File: src/sv/chsi_ram.sv
module chsi_ram #(
  parameter int W = 8,
  parameter int D = 16
) (
  input  logic                 clk,
  input  logic                 we,
  input  logic [$clog2(D)-1:0] waddr,
  input  logic [W-1:0]         wdata,
  input  logic [$clog2(D)-1:0] raddr,
  output logic [W-1:0]         rdata
);

  logic [W-1:0] mem [D];

  always_ff @(posedge clk) begin
    if (we) begin
      mem[waddr] <= wdata;
    end
    rdata <= mem[raddr];
  end

endmodule
File: config.mk
export PLATFORM = sky130hd
export DESIGN_NAME = chsi_ram
export DESIGN_NICKNAME = d
export VERILOG_FILES = /design/src/sv/chsi_ram.sv
export SDC_FILE = /design/constraint.sdc
export NUM_CORES = 1
export LEC_CHECK = 0
export ABC_AREA = 0
export BUFFER_PORTS_ARGS = -buffer_cell sky130_fd_sc_hd__buf_4
export CAP_MARGIN = 20
export CORE_MARGIN = 5
export CORE_UTILIZATION = 53
export CTS_CLUSTER_DIAMETER = 30
export CTS_CLUSTER_SIZE = 25
export DETAILED_ROUTE_END_ITERATION = 10
export MAX_ROUTING_LAYER = met4
export PLACE_DENSITY = 0.75
export REMOVE_ABC_BUFFERS = 1
export SLEW_MARGIN = 40
export SYNTH_ARGS = -nofsm -noshare
export SYNTH_HDL_FRONTEND = slang
export SYNTH_SLANG_ARGS = --single-unit
export TNS_END_PERCENT = 50
File: constraint.sdc
create_clock -name clk -period 3.2 [get_ports clk]
set_input_delay 0.32 -clock clk [delete_from_list [all_inputs] [get_ports clk]]
set_output_delay 0.32 -clock clk [all_outputs]
set_load 0.05 [all_outputs]
==> results of run 1 <==
[power breakdown]
part / internal (mW) / switching, mW / total (mW)
Combinational: 0.0850 / 0.140 / 0.225
Sequential: 1.99 / 0.0137 / 2.01
Clock: 1.14 / 0.674 / 1.82
Total: 3.22 / 0.828 / 4.05
[how the worst min path moves through the flow]
stage	cells past startpoint	slack, ns	startpoint	to
after CTS	1	0.07	wdata[1]	mem[14][1]
after floorplan	0	0.42	wdata[0]	mem[0][0]
after global routing	1	0.1	wdata[1]	mem[14][1]
after detailed placement	1	0.62	wdata[1]	mem[14][1]
after global placement	1	0.62	wdata[1]	mem[14][1]
final	1	0.09	wdata[1]	mem[14][1]
[cell type report]
| type | count | area [um2] |
|---|---|---|
| clock buffer | 23 | 457 |
| tap | 133 | 166 |
| fill | 713 | 3610 |
| timing repair buffer | 29 | 218 |
| multi-input combinational | 83 | 1080 |
| clock inverter | 9 | 100 |
| sequential | 136 | 4000 |
[per-layer routing]
layer	part of all wire (%)	routed length, um
met1	41	3950
met2	50	4760
met3	7.6	725
met4	1.2	117
met5	0	0
[state kept, by name, indices dropped and copies added, names as in the netlist]
signal,cells
mem,128
rdata,8
[cell families after synthesis]
group / after synthesis / synth area share (%)
buffers and inverters: 10 / 1.68
muxes: 32 / 15.0
AOI/OAI and AO/OA: 16 / 2.33
DFF: 136 / 77.8
and+or+nand+nor: 35 / 3.18
[through the flow]
step | util (%) | power (mW) | std cells
final | 62.5 | 4.05 | 413
after global routing | 62.5 | 4.18 | 413
after CTS | 62.5 | 4.08 | 413
after detailed placement | 56.7 | 2.27 | 381
after global placement | 56.5 | 2.26 | 381
after floorplan | - | 2.16 | 219
[cell usage after synthesis]
cell               n
nand3_1            1
nor2b_1            1
clkdlybuf4s25_2    3
and2_1             1
nand2_1            9
nand2b_1           2
dfxtp_1            8
a22oi_1           16
mux4_1            14
buf_2              3
and2b_1            1
nor2_1            13
or3b_2             1
edfxtp_1         128
buf_4              1
nand3b_1           2
buf_6              3
mux4_2            18
nor3_1             4
[critical path, delay by kind of cell]
kind	cells	cell delay, ns
buffers and inverters	1	0.12
and+or+nand+nor	2	1.15
==> impl_metrics.ini, run 1 <==
[yosys]
synth.area.top_cells = edfxtp_1 (75%), mux4_2 (7.9%), mux4_1 (7.1%)
post-synth-top-area-fraction_pct = 74.7
syn_inst = 229
cell_type_contributing_the_most_total_cell_area_after_synthesis = edfxtp_1
synth-warning-count = 0
syn_area_per_cell_um2 = 22.5
post_synth_instance_area_um2 = 5150
synth-seq-cells = 136
yosysSeqAreaShare_pct = 77.8
post_synth_num_cell_types = 19

[clock_network]
clkTransAtPathRegs_ns = 0.06
cts_hold_repair.buffers = 0
cts_resized = 0
clock_sinks = 136
cts_made_buffers = 17
cts_tree = yes
post_cts.repair.setup_buffers = 0
clock_tree.htree_level_count = 4
worstSkewPairLatency_ns = 0.52
clk_root_buffer_cell = clkbuf_8
cts_buffer_depth = 2

[final_layout]
diodes = 0
layout-drive-gt1-share_pct = 30.4
area.growth.synth_to_final_pct = 17.0
finish.net_count = 285
most-common-layout-cells = edfxtp_1 (128), buf_4 (29), mux4_2 (18)
commonest_non_fill_non_tap_cell_in_the_layout = edfxtp_1
final_area_um2 = 6020

[place]
place_ws_ns = 1.15
postPlaceCellArea_um2 = 5470
post-dp-hpwl_um = 5620
port_buffers = 25
routabilityCongestion = 0.758

[routing]
drt_pre_antenna_iters = 5
drc_errors = 0
vias_cell = 5.78
via_count = 2389
drt.antenna.violating_nets = 0
drt-total-wl_um = 9560
route.detailed.wl_per_inst_um = 23.1
detail_route.iter0.violations = 188

[setup_path]
critical_path_required_ns = 3.34
critical_path.reg2reg.endpoint = rdata[2]
startpoint = waddr[2]
criticalPathCategory = primary input to register
cp-endpoint = mem[3][5]
reg2reg_setup_slack_ns = 1.84
slowest_cell_on_the_critical_path = nor2_1
max_fo_critical_path = 8
r2r-start = mem[10][2]
worst_setup_path_end_kind = register
cp-start-kind = primary input
critical_path.max_stage_delay_ns = 0.64
r2r.worst_path.cells = 3
critical_path.cell_chain = buf_4 > or3b_2 > nor2_1
crit_arrival_ns = 1.60

[timing]
fmaxAchievable_ghz = 0.685
layout_min_cycle_time_ns = 1.46
finalHoldViolCount = 0
report.final.setup_viol = 0
tns_ns = 0
worst_pin_slew_ns = 0.832
layout_setup_ws_ns = 1.74
finalHoldWorstSlack_ns = 0.0932
final.setup_skew_ns = 0.00948
max_slew_margin_pct = 44.4
final.period_utilization_pct = 45.6
rsz0062_at_grt = no
drv_slew = 0

[pwr]
power_leakage_nw = 2.01
power.density_cell_area_nw_per_um2 = 672
vdd_ir_drop_max_v = 0.000423

[global_routing]
grt_use_met3_pct = 5.31
grt_pass1_wl_um = 15000
via_count_of_the_first_global_routing_pass = 2532
grt_overflow_total = 0
grt.busiest_layer = met2
grt.met1_usage_pct = 25.7
grt_util_all_layers_pct = 18.9
pin_count_of_the_biggest_net_entering_global_routing = 33
antenna_found_initial = 0
gr_met2_demand_resource_pct = 28.1

[run]
number_of_maximum_capacitance_constraint_violations = 0

[worst_hold_path]
worstHoldPathType = primary input to register

[die]
boundaryPins = 26
die_h_um = 109
core-area_um2 = 9640
placement_rows = 36
design.die.area_um2 = 11800
die_width_um = 109
start_util_pct = 53.4

[run_status]
outcome = completed
(Power assumes the default switching activity.)
==> run 2, diff against run 1 <==
ABC_AREA = 1   (was 0)
PLACE_DENSITY = 0.77   (was 0.75)
clock period = 1.29 ns   (was 3.2 ns; I/O delays follow)
==> run 2 against run 1 <==
Compared with the run above: clock power rose to 2.6 times the previous value; core utilization up 1.4 points; total power rose to 2.6 times the previous value; clock-buffer cell count is 3 lower; sequential power grew 150%; combinational power rose to 3.4 times the previous value; non-clock buffer count up 30; final cell count rose by 84%; critical endpoint is now rdata[4]; largest power group unchanged.
==> impl_metrics.ini, run 2 <==
[run_status]
outcome = completed

[final_layout]
commonest_non_fill_non_tap_cell_in_the_layout = nand2_1
nFillCells = 818
diodes = 0
reg_top3 = mem (128), rdata (8)
most-common-layout-cells = nand2_1 (173), edfxtp_1 (128), inv_1 (100)
area.growth.synth_to_final_pct = 19.1
finish.net_count = 623
largest_register_ffs = 128
max_flop_register = mem
layout-drive-gt1-share_pct = 13.3

[yosys]
edff_count_synth = 128
syn_inst = 551
synth-warning-count = 0
syn_area_per_cell_um2 = 10.5
post_synth_num_cell_types = 12
synth.area.top_cells = edfxtp_1 (67%), nand2_1 (11%), nand3_1 (8.4%)
post-synth-top-area-fraction_pct = 66.7
post-synth-top-count-cell = nand2_1
yosys-top-cells-count = nand2_1 (173), edfxtp_1 (128), inv_1 (100)
synth-async-reset-ratio_pct = 0
ys_dominant_reg_cell = edfxtp_1
yosysSeqAreaShare_pct = 69.4
cell_type_contributing_the_most_total_cell_area_after_synthesis = edfxtp_1
post_synth_instance_area_um2 = 5770
synth-seq-cells = 136

[timing]
tns_ns = 0
report.final.setup_viol = 0
layout_min_cycle_time_ns = 1.24
final.setup_skew_ns = 0.00509
max_slew_margin_pct = 80.1
rsz0062_at_grt = no
layout_setup_ws_ns = 0.0483
final.period_utilization_pct = 96.3
fmaxAchievable_ghz = 0.805
finalHoldViolCount = 0
worst_pin_slew_ns = 0.299
drv_slew = 0

[global_routing]
antenna_found_initial = 0
grt_util_all_layers_pct = 22.4
grt_overflow_total = 0
via_count_of_the_first_global_routing_pass = 3897
grt_pass1_wl_um = 20900
pin_count_of_the_biggest_net_entering_global_routing = 64

[routing]
drt.antenna.violating_nets = 0
via_count = 4015
vias_cell = 5.30
route.detailed.wl_per_inst_um = 17.3
detail_route.iter0.violations = 383
drt_pre_antenna_iters = 5
drt-total-wl_um = 13100
drc_errors = 0

[die]
core-area_um2 = 10700
start_util_pct = 53.7
placement_rows = 38
die_h_um = 114
die_width_um = 114
design.die.area_um2 = 13100
boundaryPins = 26

[clock_network]
clock_sinks = 136
cts_tree = yes
cts_made_buffers = 17
clkTransAtPathRegs_ns = 0.06
clk_root_buffer_cell = clkbuf_8
clock_tree.htree_level_count = 4
worstSkewPairLatency_ns = 0.52
cts_resized = 0
cts_buffer_depth = 2

[setup_path]
crit_arrival_ns = 1.11
critPathBufInv = 1
criticalPathCategory = register to primary output
critical_path.cell_chain = buf_4
cp-start-kind = register
timing.critical_path.max_delay_family = flip-flops
worst_setup_path_end_kind = primary output
max_fo_critical_path = 1
critical_path_required_ns = 1.16
slowest_cell_on_the_critical_path = dfxtp_1
critical_path.max_stage_delay_ns = 0.37

[worst_hold_path]
worstHoldPathType = primary input to register

[run]
number_of_maximum_capacitance_constraint_violations = 0

[place]
port_buffers = 25
post-dp-hpwl_um = 8350
routabilityCongestion = 0.930
place_ws_ns = 0.100

[pwr]
vdd_ir_drop_max_v = 0.000893
power_leakage_nw = 2.99
power.density_cell_area_nw_per_um2 = 1530
total_power_mw = 10.5
run 2: report_power, final:
part           switching, mW  internal, mW
combinational          0.522         0.243
clock                   1.78          2.99
sequential            0.0391          4.94
total                   2.34          8.17
run 2: layer usage:
metal  up-vias  GRT usage, %  routed length [um]
met1      1902          27.9                5240
met5         -             -                   0
met3        30          4.76                 959
met4         0          8.95                 347
met2       201          35.9                6540
li1       1882             -                   -
run 2: cells by family (layout without fill, tap and decap cells):
kind of cell	count (synthesis)	count (layout)	synth area share [%]
buffers and inverters	126	193	9.52
DFF	136	136	69.4
and+or+nand+nor	289	289	21.0
run 2: cell type report:
cell class / count / area, um2 / area share, %
sequential: 136 / 4000 / 58.3
multi-input combinational: 289 / 1210 / 17.7
inverter: 102 / 383 / 5.58
clock inverter: 12 / 153 / 2.22
timing repair buffer: 59 / 503 / 7.33
clock buffer: 20 / 435 / 6.34
tap: 140 / 175 / 2.55
run 2: repair_timing:
| action | 4_1_cts | 5_1_grt |
|---|---|---|
| hold endpoints to repair | 136 | 0 |
| setup buffers | 0 | 0 |
| setup endpoints to repair | 0 | 0 |
| hold buffers | 9 | 0 |
run 2: worst paths after layout:
kind                  start        to  slack [ns]  cells past startpoint
hold reg to reg   mem[3][0]  rdata[0]        0.69                      6
setup / recovery   rdata[4]  rdata[4]        0.05                      1
setup reg to reg  mem[1][6]  rdata[6]        0.28                      6
hold / removal     raddr[2]  rdata[0]        0.12                      5
run 2: through the flow:
step | hold slack (ns) | area (um2) | std cells | utilization, %
3_3_place_gp | 0.463 | 6190 | 717 | 57.6
2_1_floorplan | 0.228 | 5600 | 527 | -
3_5_place_dp | 0.463 | 6190 | 717 | 57.6
5_1_grt | 0.166 | 6870 | 758 | 63.9
4_1_cts | 0.0846 | 6870 | 758 | 63.9
6_report | 0.116 | 6870 | 758 | 63.9
==> run 3, diff against run 2 <==
ABC_AREA = 0   (was 1)
==> run 3 against run 2 <==
Compared with the run above: setup slack lost 0.048 ns; via count shrank 39%; total power grew 5.1%; flip-flop and latch count is the same; critical path type is now register to register; critical endpoint is now rdata[5]; highest routed layer unchanged.
==> impl_metrics.ini, run 3 (same netlist as run 1, synthesis figures left out) <==
[global_routing]
grt_pass1_wl_um = 15600
grt_overflow_total = 0
antenna_found_initial = 0
via_count_of_the_first_global_routing_pass = 2607
pin_count_of_the_biggest_net_entering_global_routing = 18
grt_util_all_layers_pct = 19.8

[timing]
rsz0062_at_grt = yes
drv_slew = 0
max_slew_margin_pct = 39.2
report.final.setup_viol = 0
finalHoldViolCount = 0
tns_ns = 0
layout_setup_ws_ns = 0.000584
final.setup_skew_ns = 0.00804
final.period_utilization_pct = 100
fmaxAchievable_ghz = 0.776
finalHoldWorstSlack_ns = 0.114
worst_pin_slew_ns = 0.910
layout_min_cycle_time_ns = 1.29

[die]
boundaryPins = 26
start_util_pct = 53.4
design.die.area_um2 = 11800
die_h_um = 109
die_width_um = 109
core-area_um2 = 9640
placement_rows = 36

[setup_path]
max_fo_critical_path = 1
critical_path_required_ns = 1.68
criticalPathCategory = register to register
cp-start-kind = register
worst_setup_path_end_kind = register
crit_arrival_ns = 1.68

[place]
post-place-cells = 406
routabilityCongestion = 0.774
postPlaceCellArea_um2 = 5680
post-dp-hpwl_um = 6230
port_buffers = 25
place_ws_ns = -0.277

[final_layout]
final_area_um2 = 6450
diodes = 0
finish.net_count = 318
largest_register_ffs = 128
layout-drive-gt1-share_pct = 40.3
max_flop_register = mem
most-common-layout-cells = edfxtp_1 (128), buf_4 (50), mux4_2 (29)
nFillCells = 637
fin_cells = 446
reg_top3 = mem (128), rdata (8)
commonest_non_fill_non_tap_cell_in_the_layout = edfxtp_1
util_after_layout_pct = 66.9
area.growth.synth_to_final_pct = 25.3

[clock_network]
cts_tree = yes
clock_tree.htree_level_count = 4
clk_root_buffer_cell = clkbuf_8
worstSkewPairLatency_ns = 0.51
clock_sinks = 136
clkTransAtPathRegs_ns = 0.06
cts_made_buffers = 17
cts_buffer_depth = 2
post_cts.repair.setup_buffers = 0

[pwr]
comb_power_share_pct = 6.0
power_leakage_nw = 2.20
clock_power_share_pct = 48.9
power_switching_share_pct = 19.3
total_power_mw = 11.0
vdd_ir_drop_max_v = 0.000875
p_switching_mw = 2.13
power.internal_mw = 8.91
power.share.sequential_pct = 45.1
power.density_cell_area_nw_per_um2 = 1710

[routing]
drt-total-wl_um = 10100
drt.antenna.violating_nets = 0
drc_errors = 0
drt_pre_antenna_iters = 4
detail_route.iter0.violations = 211
via_count = 2448
vias_cell = 5.49
route.detailed.wl_per_inst_um = 22.6

[run_status]
outcome = completed

[run]
number_of_maximum_capacitance_constraint_violations = 0

[worst_hold_path]
worstHoldPathType = primary input to register
==> run 3: timing repair <==
item	CTS	global route
endpoints found under the setup margin	6	7
hold buffers	8	0
gates resized for setup	14	7
endpoints found under the hold margin	128	0
pin swaps	3	2
==> run 3: path summary, 6_finish.rpt <==
check | from | end | cells past startpoint | slack (ns)
worst max register to register | mem[10][5] | rdata[5] | 3 | 0.0006
worst min-delay path | raddr[3] | rdata[1] | 4 | 0.11
worst max-delay path | mem[10][5] | rdata[5] | 3 | 0.0006
worst min register to register | mem[14][4] | rdata[4] | 3 | 0.67
==> run 3: metal layers <==
layer	global-route usage (%)	share of wire, %	up-vias
li1	-	-	1102
met5	-	0	-
met1	27.1	42	1247
met3	5.73	7.7	10
met2	29.3	49	89
met4	5.95	1.1	0
==> run 3: power by group through the flow <==
| stage | logic (mW) | clock network, mW | registers, mW |
|---|---|---|---|
| final | 0.665 | 5.40 | 4.98 |
| after global routing | 0.712 | 5.68 | 4.98 |
| after CTS | 0.662 | 5.46 | 4.98 |
| after detailed placement | 0.615 | 0 | 5.07 |
| after global placement | 0.601 | 0 | 5.06 |
| after floorplan | 0.198 | 0 | 5.16 |
==> run 3: area by class of cell <==
cell class,instances,area (um2),area share (%)
flip-flops and latches,136,4000,62.1
multi-input cells,83,1070,16.6
repair buffers,62,536,8.30
clock buffers,21,459,7.12
clock inverters,11,218,3.37
well taps,133,166,2.58
==> run 3: critical path, stage by stage, from the launching register on <==
cell and delay, ns:
edfxtp_1 0.37, mux4_2 0.50, a22oi_2 0.23, nand2_1 0.07
